### src/hw/rtl/md2_pkg.sv
// md2 digest shared types, codes and the s-box table
`default_nettype none
package md2_pkg;

  localparam int BLOCK_BYTES = 16;
  localparam int STATE_BYTES = 48;
  localparam int ROUNDS      = 18;
  localparam int QUEUE_DEPTH = 4;
  localparam int QUEUE_AW    = $clog2(QUEUE_DEPTH);

  localparam logic [1:0] KIND_BYTE     = 2'd1;
  localparam logic [1:0] KIND_END      = 2'd2;
  localparam logic [1:0] KIND_BYTE_END = 2'd3;

  typedef struct packed {
    logic [7:0] data;
    logic [1:0] kind;
  } op_t;

  typedef struct packed {
    logic valid;
    op_t  op;
  } push_t;

  localparam logic [7:0] PI_TABLE [256] = '{
    8'd41,  8'd46,  8'd67,  8'd201, 8'd162, 8'd216, 8'd124, 8'd1,
    8'd61,  8'd54,  8'd84,  8'd161, 8'd236, 8'd240, 8'd6,   8'd19,
    8'd98,  8'd167, 8'd5,   8'd243, 8'd192, 8'd199, 8'd115, 8'd140,
    8'd152, 8'd147, 8'd43,  8'd217, 8'd188, 8'd76,  8'd130, 8'd202,
    8'd30,  8'd155, 8'd87,  8'd60,  8'd253, 8'd212, 8'd224, 8'd22,
    8'd103, 8'd66,  8'd111, 8'd24,  8'd138, 8'd23,  8'd229, 8'd18,
    8'd190, 8'd78,  8'd196, 8'd214, 8'd218, 8'd158, 8'd222, 8'd73,
    8'd160, 8'd251, 8'd245, 8'd142, 8'd187, 8'd47,  8'd238, 8'd122,
    8'd169, 8'd104, 8'd121, 8'd145, 8'd21,  8'd178, 8'd7,   8'd63,
    8'd148, 8'd194, 8'd16,  8'd137, 8'd11,  8'd34,  8'd95,  8'd33,
    8'd128, 8'd127, 8'd93,  8'd154, 8'd90,  8'd144, 8'd50,  8'd39,
    8'd53,  8'd62,  8'd204, 8'd231, 8'd191, 8'd247, 8'd151, 8'd3,
    8'd255, 8'd25,  8'd48,  8'd179, 8'd72,  8'd165, 8'd181, 8'd209,
    8'd215, 8'd94,  8'd146, 8'd42,  8'd172, 8'd86,  8'd170, 8'd198,
    8'd79,  8'd184, 8'd56,  8'd210, 8'd150, 8'd164, 8'd125, 8'd182,
    8'd118, 8'd252, 8'd107, 8'd226, 8'd156, 8'd116, 8'd4,   8'd241,
    8'd69,  8'd157, 8'd112, 8'd89,  8'd100, 8'd113, 8'd135, 8'd32,
    8'd134, 8'd91,  8'd207, 8'd101, 8'd230, 8'd45,  8'd168, 8'd2,
    8'd27,  8'd96,  8'd37,  8'd173, 8'd174, 8'd176, 8'd185, 8'd246,
    8'd28,  8'd70,  8'd97,  8'd105, 8'd52,  8'd64,  8'd126, 8'd15,
    8'd85,  8'd71,  8'd163, 8'd35,  8'd221, 8'd81,  8'd175, 8'd58,
    8'd195, 8'd92,  8'd249, 8'd206, 8'd186, 8'd197, 8'd234, 8'd38,
    8'd44,  8'd83,  8'd13,  8'd110, 8'd133, 8'd40,  8'd132, 8'd9,
    8'd211, 8'd223, 8'd205, 8'd244, 8'd65,  8'd129, 8'd77,  8'd82,
    8'd106, 8'd220, 8'd55,  8'd200, 8'd108, 8'd193, 8'd171, 8'd250,
    8'd36,  8'd225, 8'd123, 8'd8,   8'd12,  8'd189, 8'd177, 8'd74,
    8'd120, 8'd136, 8'd149, 8'd139, 8'd227, 8'd99,  8'd232, 8'd109,
    8'd233, 8'd203, 8'd213, 8'd254, 8'd59,  8'd0,   8'd29,  8'd57,
    8'd242, 8'd239, 8'd183, 8'd14,  8'd102, 8'd88,  8'd208, 8'd228,
    8'd166, 8'd119, 8'd114, 8'd248, 8'd235, 8'd117, 8'd75,  8'd10,
    8'd49,  8'd68,  8'd80,  8'd180, 8'd143, 8'd237, 8'd31,  8'd26,
    8'd219, 8'd153, 8'd141, 8'd51,  8'd159, 8'd17,  8'd131, 8'd20
  };

endpackage
`default_nettype wire

### src/hw/rtl/md2_message_digest.sv
// md2 message digest top level
// Takes one message byte per request (tuser marks a byte as present, tlast ends the
// message) and returns the 16 digest bytes in order, tlast on the final one. A byte
// that does not complete a 16-byte block is only stored in the core. A byte that
// completes a block is taken, then the checksum fold runs over the block, the mixing
// state is loaded and the 18 rounds of 48 dependent s-box steps run, one step per
// cycle, which set the rate. The end of a message adds a pad step, a fold, two block
// mixes (message block, then checksum block), 16 digest bytes out and a clear step.
// A four-entry request queue takes input while the core works, until it is full,
// and an output register holds a digest byte while the next request is taken.
`default_nettype none
module md2_message_digest (
  input  wire logic       clk,
  input  wire logic       rst,
  input  wire logic       s_tvalid,
  output logic            s_tready,
  input  wire logic [7:0] s_tdata,   // data_byte
  input  wire logic       s_tuser,   // byte_present
  input  wire logic       s_tlast,   // end_of_message
  output logic            m_tvalid,
  input  wire logic       m_tready,
  output logic [7:0]      m_tdata,   // digest_byte
  output logic            m_tlast    // digest_last
);

  md2_pkg::push_t push;
  md2_pkg::op_t   q_op;
  logic           q_full;
  logic           q_valid;
  logic           q_pop;

  md2_front u_front (
    .s_tvalid (s_tvalid),
    .s_tready (s_tready),
    .s_tdata  (s_tdata),
    .s_tuser  (s_tuser),
    .s_tlast  (s_tlast),
    .q_full   (q_full),
    .push     (push)
  );

  md2_queue u_queue (
    .clk     (clk),
    .rst     (rst),
    .push    (push),
    .full    (q_full),
    .q_valid (q_valid),
    .q_op    (q_op),
    .q_pop   (q_pop)
  );

  md2_core u_core (
    .clk      (clk),
    .rst      (rst),
    .q_valid  (q_valid),
    .q_op     (q_op),
    .q_pop    (q_pop),
    .m_tvalid (m_tvalid),
    .m_tready (m_tready),
    .m_tdata  (m_tdata),
    .m_tlast  (m_tlast)
  );

endmodule
`default_nettype wire

### src/hw/rtl/md2_front.sv
// md2 input side: request classification and queue push
`default_nettype none
module md2_front (
  input  wire logic          s_tvalid,
  output logic               s_tready,
  input  wire logic [7:0]    s_tdata,   // data_byte
  input  wire logic          s_tuser,   // byte_present
  input  wire logic          s_tlast,   // end_of_message
  input  wire logic          q_full,
  output md2_pkg::push_t     push
);

  logic [1:0] kind;

  always_comb begin
    if (s_tuser && s_tlast) begin
      kind = md2_pkg::KIND_BYTE_END;
    end else if (s_tuser) begin
      kind = md2_pkg::KIND_BYTE;
    end else begin
      kind = md2_pkg::KIND_END;
    end
  end

  assign s_tready     = !q_full;
  // requests with neither a byte nor an end carry no work
  assign push.valid   = s_tvalid && !q_full && (s_tuser || s_tlast);
  assign push.op.data = s_tdata;
  assign push.op.kind = kind;

endmodule
`default_nettype wire

### src/hw/rtl/md2_queue.sv
// md2 request queue between front and core
`default_nettype none
module md2_queue (
  input  wire logic           clk,
  input  wire logic           rst,
  input  wire md2_pkg::push_t push,
  output logic                full,
  output logic                q_valid,
  output md2_pkg::op_t        q_op,
  input  wire logic           q_pop
);

  md2_pkg::op_t                 mem [md2_pkg::QUEUE_DEPTH];
  logic [md2_pkg::QUEUE_AW-1:0] wr_ptr;
  logic [md2_pkg::QUEUE_AW-1:0] rd_ptr;
  logic [md2_pkg::QUEUE_AW:0]   count;
  logic                         do_pop;

  assign full    = (count == (md2_pkg::QUEUE_AW + 1)'(md2_pkg::QUEUE_DEPTH));
  assign q_valid = (count != '0);
  assign q_op    = mem[rd_ptr];
  assign do_pop  = q_pop && q_valid;

  always_ff @(posedge clk) begin
    if (push.valid) begin
      mem[wr_ptr] <= push.op;
    end
  end

  always_ff @(posedge clk) begin
    if (rst) begin
      wr_ptr <= '0;
      rd_ptr <= '0;
      count  <= '0;
    end else begin
      if (push.valid) begin
        wr_ptr <= wr_ptr + 1'b1;
      end
      if (do_pop) begin
        rd_ptr <= rd_ptr + 1'b1;
      end
      if (push.valid && !do_pop) begin
        count <= count + 1'b1;
      end else if (!push.valid && do_pop) begin
        count <= count - 1'b1;
      end
    end
  end

endmodule
`default_nettype wire

### src/hw/rtl/md2_core.sv
// md2 core: block buffer, checksum fold, state mixing and digest output
`default_nettype none
module md2_core (
  input  wire logic         clk,
  input  wire logic         rst,
  input  wire logic         q_valid,
  input  wire md2_pkg::op_t q_op,
  output logic              q_pop,
  output logic              m_tvalid,
  input  wire logic         m_tready,
  output logic [7:0]        m_tdata,
  output logic              m_tlast
);

  localparam logic [2:0] ST_IDLE = 3'd0;
  localparam logic [2:0] ST_PAD  = 3'd1;
  localparam logic [2:0] ST_FOLD = 3'd2;
  localparam logic [2:0] ST_LOAD = 3'd3;
  localparam logic [2:0] ST_MIX  = 3'd4;
  localparam logic [2:0] ST_OUT  = 3'd5;
  localparam logic [2:0] ST_CLR  = 3'd6;

  localparam logic [5:0] LAST_STEP  = 6'(md2_pkg::STATE_BYTES - 1);
  localparam logic [4:0] LAST_ROUND = 5'(md2_pkg::ROUNDS - 1);

  logic [2:0] state;
  logic [7:0] mix  [md2_pkg::STATE_BYTES];
  logic [7:0] csum [md2_pkg::BLOCK_BYTES];
  logic [7:0] blk  [md2_pkg::BLOCK_BYTES];
  logic [7:0] src  [md2_pkg::BLOCK_BYTES];
  logic [7:0] carry;
  logic [3:0] fill;
  logic [3:0] cnt;
  logic [7:0] t;
  logic [5:0] step;
  logic [4:0] round;
  logic       fin;
  logic       end_pend;
  logic       use_sum;
  logic       has_byte;
  logic       has_end;
  logic [7:0] pad_val;
  logic [7:0] fold_val;
  logic [7:0] mix_val;

  assign q_pop    = (state == ST_IDLE) && q_valid;
  assign has_byte = (q_op.kind == md2_pkg::KIND_BYTE) ||
                    (q_op.kind == md2_pkg::KIND_BYTE_END);
  assign has_end  = (q_op.kind == md2_pkg::KIND_END) ||
                    (q_op.kind == md2_pkg::KIND_BYTE_END);
  assign pad_val  = 8'(5'd16 - {1'b0, fill});
  assign fold_val = csum[0] ^ md2_pkg::PI_TABLE[blk[0] ^ carry];
  assign mix_val  = mix[0] ^ md2_pkg::PI_TABLE[t];

  always_comb begin
    for (int i = 0; i < md2_pkg::BLOCK_BYTES; i++) begin
      src[i] = use_sum ? csum[i] : blk[i];
    end
  end

  // message block buffer, no reset
  always_ff @(posedge clk) begin
    case (state)
      ST_IDLE: begin
        if (q_valid && has_byte) begin
          blk[fill] <= q_op.data;
        end
      end
      ST_PAD: begin
        for (int i = 0; i < md2_pkg::BLOCK_BYTES; i++) begin
          if (4'(i) >= fill) begin
            blk[i] <= pad_val;
          end
        end
      end
      ST_FOLD: begin
        for (int i = 0; i < md2_pkg::BLOCK_BYTES - 1; i++) begin
          blk[i] <= blk[i + 1];
        end
        blk[md2_pkg::BLOCK_BYTES - 1] <= blk[0];
      end
      default: begin
      end
    endcase
  end

  always_ff @(posedge clk) begin
    if (rst) begin
      state    <= ST_IDLE;
      fill     <= '0;
      carry    <= '0;
      cnt      <= '0;
      t        <= '0;
      step     <= '0;
      round    <= '0;
      fin      <= 1'b0;
      end_pend <= 1'b0;
      use_sum  <= 1'b0;
      m_tvalid <= 1'b0;
      m_tdata  <= '0;
      m_tlast  <= 1'b0;
      for (int i = 0; i < md2_pkg::STATE_BYTES; i++) begin
        mix[i] <= '0;
      end
      for (int i = 0; i < md2_pkg::BLOCK_BYTES; i++) begin
        csum[i] <= '0;
      end
    end else begin
      if (m_tready && (state != ST_OUT)) begin
        m_tvalid <= 1'b0;
      end
      case (state)
        ST_IDLE: begin
          if (q_valid) begin
            fin      <= 1'b0;
            end_pend <= has_end;
            use_sum  <= 1'b0;
            cnt      <= '0;
            if (has_byte) begin
              if (fill == 4'd15) begin
                fill  <= '0;
                state <= ST_FOLD;
              end else begin
                fill <= fill + 1'b1;
                if (has_end) begin
                  state <= ST_PAD;
                end
              end
            end else begin
              state <= ST_PAD;
            end
          end
        end
        ST_PAD: begin
          fin      <= 1'b1;
          end_pend <= 1'b0;
          fill     <= '0;
          cnt      <= '0;
          state    <= ST_FOLD;
        end
        ST_FOLD: begin
          for (int i = 0; i < md2_pkg::BLOCK_BYTES - 1; i++) begin
            csum[i] <= csum[i + 1];
          end
          csum[md2_pkg::BLOCK_BYTES - 1] <= fold_val;
          carry <= fold_val;
          cnt   <= cnt + 1'b1;
          if (cnt == 4'd15) begin
            state <= ST_LOAD;
          end
        end
        ST_LOAD: begin
          for (int i = 0; i < md2_pkg::BLOCK_BYTES; i++) begin
            mix[md2_pkg::BLOCK_BYTES + i]     <= src[i];
            mix[2 * md2_pkg::BLOCK_BYTES + i] <= src[i] ^ mix[i];
          end
          t     <= '0;
          step  <= '0;
          round <= '0;
          state <= ST_MIX;
        end
        ST_MIX: begin
          for (int i = 0; i < md2_pkg::STATE_BYTES - 1; i++) begin
            mix[i] <= mix[i + 1];
          end
          mix[md2_pkg::STATE_BYTES - 1] <= mix_val;
          if (step == LAST_STEP) begin
            step <= '0;
            t    <= mix_val + {3'b000, round};
            if (round == LAST_ROUND) begin
              round <= '0;
              cnt   <= '0;
              if (fin && !use_sum) begin
                use_sum <= 1'b1;
                state   <= ST_LOAD;
              end else if (fin) begin
                state <= ST_OUT;
              end else if (end_pend) begin
                // full block ended the message, padding block still to come
                state <= ST_PAD;
              end else begin
                state <= ST_IDLE;
              end
            end else begin
              round <= round + 1'b1;
            end
          end else begin
            step <= step + 1'b1;
            t    <= mix_val;
          end
        end
        ST_OUT: begin
          if (!m_tvalid || m_tready) begin
            m_tvalid <= 1'b1;
            m_tdata  <= mix[0];
            m_tlast  <= (cnt == 4'd15);
            for (int i = 0; i < md2_pkg::STATE_BYTES - 1; i++) begin
              mix[i] <= mix[i + 1];
            end
            mix[md2_pkg::STATE_BYTES - 1] <= mix[0];
            cnt <= cnt + 1'b1;
            if (cnt == 4'd15) begin
              state <= ST_CLR;
            end
          end
        end
        ST_CLR: begin
          for (int i = 0; i < md2_pkg::STATE_BYTES; i++) begin
            mix[i] <= '0;
          end
          for (int i = 0; i < md2_pkg::BLOCK_BYTES; i++) begin
            csum[i] <= '0;
          end
          carry    <= '0;
          fill     <= '0;
          fin      <= 1'b0;
          end_pend <= 1'b0;
          use_sum  <= 1'b0;
          state    <= ST_IDLE;
        end
        default: begin
          state <= ST_IDLE;
        end
      endcase
    end
  end

endmodule
`default_nettype wire
### config.mk
export PLATFORM = sky130hd
export DESIGN_NAME = md2_message_digest
export DESIGN_NICKNAME = d
export VERILOG_FILES = /design/src/hw/rtl/md2_pkg.sv /design/src/hw/rtl/md2_message_digest.sv /design/src/hw/rtl/md2_front.sv /design/src/hw/rtl/md2_queue.sv /design/src/hw/rtl/md2_core.sv
export SDC_FILE = /design/constraint.sdc
export NUM_CORES = 2
export LEC_CHECK = 0
export ABC_CLOCK_PERIOD_IN_PS = 12530
export BUFFER_PORTS_ARGS = -buffer_cell sky130_fd_sc_hd__buf_2
export CORE_MARGIN = 10
export CORE_UTILIZATION = 35
export CTS_CLUSTER_SIZE = 8
export DETAILED_ROUTE_END_ITERATION = 7
export GPL_ROUTABILITY_DRIVEN = 0
export HOLD_SLACK_MARGIN = 0.05
export MAX_ROUTING_LAYER = met4
export PLACE_DENSITY_LB_ADDON = 0.12
export RECOVER_POWER = 25
export SYNTH_ARGS = -nofsm -noshare
export SYNTH_HDL_FRONTEND = slang
export SYNTH_SLANG_ARGS = --single-unit
### constraint.sdc
create_clock -name clk -period 12.53 [get_ports clk]
set_input_delay 0.6265 -clock clk [delete_from_list [all_inputs] [get_ports clk]]
set_output_delay 0.6265 -clock clk [all_outputs]
set_load 0.01 [all_outputs]
==> flow_summary.toml <==
[yosys]
adder_cell_area_share_of_the_yosys_netlist_pct = 1.41
post_synth_main_area_contributors = "sky130_fd_sc_hd__edfxtp_1 46%, sky130_fd_sc_hd__dfxtp_1 6.2%, sky130_fd_sc_hd__o21ai_0 4.6%"
synthDominantCellAreaShare_pct = 46.2
synthesis.nets = 4084
synth.yosys.warnings = 0
syn-mean-instance-area_sq_um = 9.95
top_post_synthesis_cells_by_count = "616 x sky130_fd_sc_hd__edfxtp_1, 469 x sky130_fd_sc_hd__nor2_1, 453 x sky130_fd_sc_hd__nand2_1"
ys_seq_elements = 740
synthFlopType = "sky130_fd_sc_hd__edfxtp_1"
post_synth_instance_area_sq_mm = 0.0401
synth.lib_cells_used.distinct = 99
synth_enable_flop_cells = 616
synth-async-reset-ratio_pct = 0
post-synth-top-count-cell = "sky130_fd_sc_hd__edfxtp_1"
cell_accounting_for_the_most_synthesized_area = "sky130_fd_sc_hd__edfxtp_1"
synth_compound_gate_area_share_pct = 15.8
area_share_of_xor_xnor_cells_in_the_synthesized_design_pct = 4.00
yosys.area_share.simple_pct = 16.9
main_combinational_cell_family_by_area_after_synthesis = "simple AND/OR/NAND/NOR gates"
synth_seq_area_share_pct = 52.4
synth.area.mux_share_pct = 5.52
netlist_instances = 4026

[final_layout]
nNetsFinal = 3946
antennaDiodeCount = 0
area.growth.synth_to_final_pct = 10.3
drive_above_1_share_pct = 6.84
utilization_pct = 38.8

[die]
core_area_sq_mm = 0.114
die_area_sq_mm = 0.128
initial_core_util_pct = 35.1
std_cell_rows = 124
die-height_um = 358
io_pins = 25
die_w_um = 358

[clock_network]
ctsRootBufferMaster = "sky130_fd_sc_hd__clkbuf_16"
max-clock-path-buffers = 3
cts_made_buffers = 102
clock_insertion_delay_worst_skew_ps = 670
cts-htree-levels = 3
post_cts.repair.setup_buffers = 0
ctsHoldBuffers = 0
clock_tree_from_tritoncts = "built"
cts_num_sinks = 740
clkTransAtPathRegs_ps = 50
ctsResizeCount = 0

[hold_path]
hp-class = "in2reg"

[routing]
wl_per_cell_um = 25.2
postRouteAntennaNets = 0
post-route-drc-count = 4
routed_wl_um = 138000
vias = 30800
detailedRoute.firstIterationViolations = 3250
drt_pre_antenna_iters = 8
via_per_inst = 5.63

[sta]
finalSetupViolCount = 0
setup_ws_ps = 4270
finalClockSkew_ps = 28.0
relSlewSlack_pct = -317
timing.setup.tns_ps = 0
timing.fmax_ghz = 0.121
post_route_minimum_period_ps = 8260
timing_hold_violations_final = 0
final.period_utilization_pct = 65.9
timing_max_transition_violations_final = 395
rsz0062_at_grt = "false"
timing_worst_slew_pin_value_ps = 6260

[power_and_ir_drop]
pwr-share-clk_pct = 22.1
cellPowerDensity_mw_per_mm2 = 266
power_report.internal_total_uw = 6660
max-vdd-ir-drop_mv = 0.247
leakage_uw = 0.0154
p_total_uw = 11700
netSwitchingFraction_pct = 43.3
net_switching_power_uw = 5080
pwr-share-seq_pct = 33.9
power.combinational.fraction_pct = 44.0

[critical_path]
startpoint_type = "flip-flop"
timing_worst_setup_path_type = "reg2reg"
arrival_time_at_the_worst_endpoint_ps = 8550
type_of_destination_of_the_critical_path = "flip-flop"
worstPathRequired_ps = 12820
timing.critical_path.fanout_max = 130

[placed_design]
port_buffers = 24
pre_cts_ws_ps = 7260
hpwl_um = 86900

[global_routing]
maximum_number_of_pins_on_one_net_before_global_route_repair = 214
gr-total-overflow = 0
vias_in_the_first_global_route = 30000
grtUsageTotal_pct = 21.5
grt_pass1_wl_um = 206000
antenna_found_initial = 0

[job]
cap_violations = 7

[outcome]
violated_checks = "DRC, capacitance limit, slew limit"
result_of_the_run = "finished, violations left"
[logic make-up (layout without fill, tap and decap cells)]
family | after synthesis | after routing
XOR/XNOR | 176 | 176
AO/OA/AOI/OAI | 1036 | 1036
multiplexers | 188 | 188
adder cells (fa/ha/maj) | 44 | 44
AND/OR/NAND/NOR | 1469 | 1469
buffers and inverters | 373 | 309
flip-flops | 740 | 740
[registers in the layout, summed over array words and instances (netlist names), 3 cells and up, named ones only]
register	cells
u_core.carry	8
u_core.t	8
u_core.step	6
u_queue.count	3
u_core.fill	4
u_core.state	3
u_core.m_tdata	8
u_core.round	5
u_core.cnt	4
u_queue.mem	40
u_core.mix	384
u_core.blk	128
u_core.csum	128
[cells in the final DEF (no fill, tap or decap), types with 11 or more instances in the layout]
cell type / netlist / routed
sky130_fd_sc_hd__a22oi_1: 22 / 22
sky130_fd_sc_hd__a21oi_1: 287 / 285
sky130_fd_sc_hd__a221oi_1: 12 / 12
sky130_fd_sc_hd__a311oi_1: 21 / 21
sky130_fd_sc_hd__nor3_1: 92 / 92
sky130_fd_sc_hd__mux2i_1: 160 / 160
sky130_fd_sc_hd__o311ai_0: 14 / 12
sky130_fd_sc_hd__ha_1: 42 / 42
sky130_fd_sc_hd__buf_4: 17 / 68
sky130_fd_sc_hd__inv_1: 25 / 25
sky130_fd_sc_hd__a31oi_1: 41 / 41
sky130_fd_sc_hd__clkbuf_1: 221 / 99
sky130_fd_sc_hd__a211oi_1: 31 / 31
sky130_fd_sc_hd__nor4_1: 12 / 12
sky130_fd_sc_hd__and2_1: 205 / 185
sky130_fd_sc_hd__nand2b_1: 31 / 31
sky130_fd_sc_hd__xnor2_1: 25 / 24
sky130_fd_sc_hd__a22o_1: 25 / 25
sky130_fd_sc_hd__dfxtp_1: 124 / 120
sky130_fd_sc_hd__o21ai_1: 13 / 11
sky130_fd_sc_hd__a21o_1: 17 / 17
sky130_fd_sc_hd__xor2_1: 143 / 140
sky130_fd_sc_hd__nand3_1: 78 / 77
sky130_fd_sc_hd__nand2_1: 453 / 453
sky130_fd_sc_hd__o21ai_0: 368 / 370
sky130_fd_sc_hd__o211ai_1: 31 / 31
sky130_fd_sc_hd__nor2b_1: 31 / 31
sky130_fd_sc_hd__o22ai_1: 17 / 17
sky130_fd_sc_hd__nor2_1: 469 / 469
sky130_fd_sc_hd__clkbuf_16: 0 / 103
sky130_fd_sc_hd__mux4_2: 25 / 25
sky130_fd_sc_hd__nand4_1: 12 / 12
sky130_fd_sc_hd__and2_0: 3 / 23
sky130_fd_sc_hd__edfxtp_1: 616 / 616
sky130_fd_sc_hd__o31ai_1: 13 / 13
sky130_fd_sc_hd__o221ai_1: 16 / 16
[cell type report]
class / instances / area [sq um]
Fill cell: 11400 / 69800
Clock inverter: 4 / 50.0
Sequential cell: 740 / 21000
Clock buffer: 174 / 2850
Multi-Input combinational cell: 2913 / 17600
Tap cell: 1512 / 1890
Timing Repair Buffer: 102 / 674
Inverter: 29 / 109
[metrics by stage]
step           area (sq um)  cells  hold WS [ps]
6_report              44200   5474           242
5_1_grt               44200   5474           242
4_1_cts               44300   5474           149
3_5_place_dp          41400   5296           448
3_3_place_gp          41400   5296           447
2_1_floorplan         40100   4026           441
[power by group through the flow]
stage / Clock [uW] / Sequential (uW) / Combinational [uW]
final: 2600 / 3980 / 5160
after global routing: 2740 / 4030 / 5600
after CTS: 2640 / 3970 / 5080
after detailed placement: 0 / 4010 / 5060
after global placement: 0 / 4020 / 5080
after floorplan: 0 / 3760 / 3570
[layer usage]
metal,track usage (%),vias to the layer above,part of all wire [%]
met4,6.93,0,3.1
met2,34.0,1162,47
met5,-,-,0
met3,2.70,248,5.8
met1,28.6,15200,44
li1,-,14300,-
[final timing paths]
check	startpoint	endpoint	slack, ps	cells after the start
setup / recovery	u_core.state[2]	u_core.blk[8][4]	4270	6
hold / removal	s_tdata[3]	u_queue.mem[0][5]	240	1
setup reg to reg	u_core.state[2]	u_core.blk[8][4]	4270	6
hold reg to reg	u_core.m_tdata[5]	u_core.m_tdata[5]	460	2
[worst max-delay path: stages (launching register included)]
cell,delay (ps)
sky130_fd_sc_hd__dfxtp_1,590
sky130_fd_sc_hd__nand2b_1,360
sky130_fd_sc_hd__nor2_1,440
sky130_fd_sc_hd__buf_4,380
sky130_fd_sc_hd__clkbuf_1,4400
sky130_fd_sc_hd__nor2_1,800
sky130_fd_sc_hd__nand2_1,840
No activity file was read; power rests on OpenSTA's default activity.
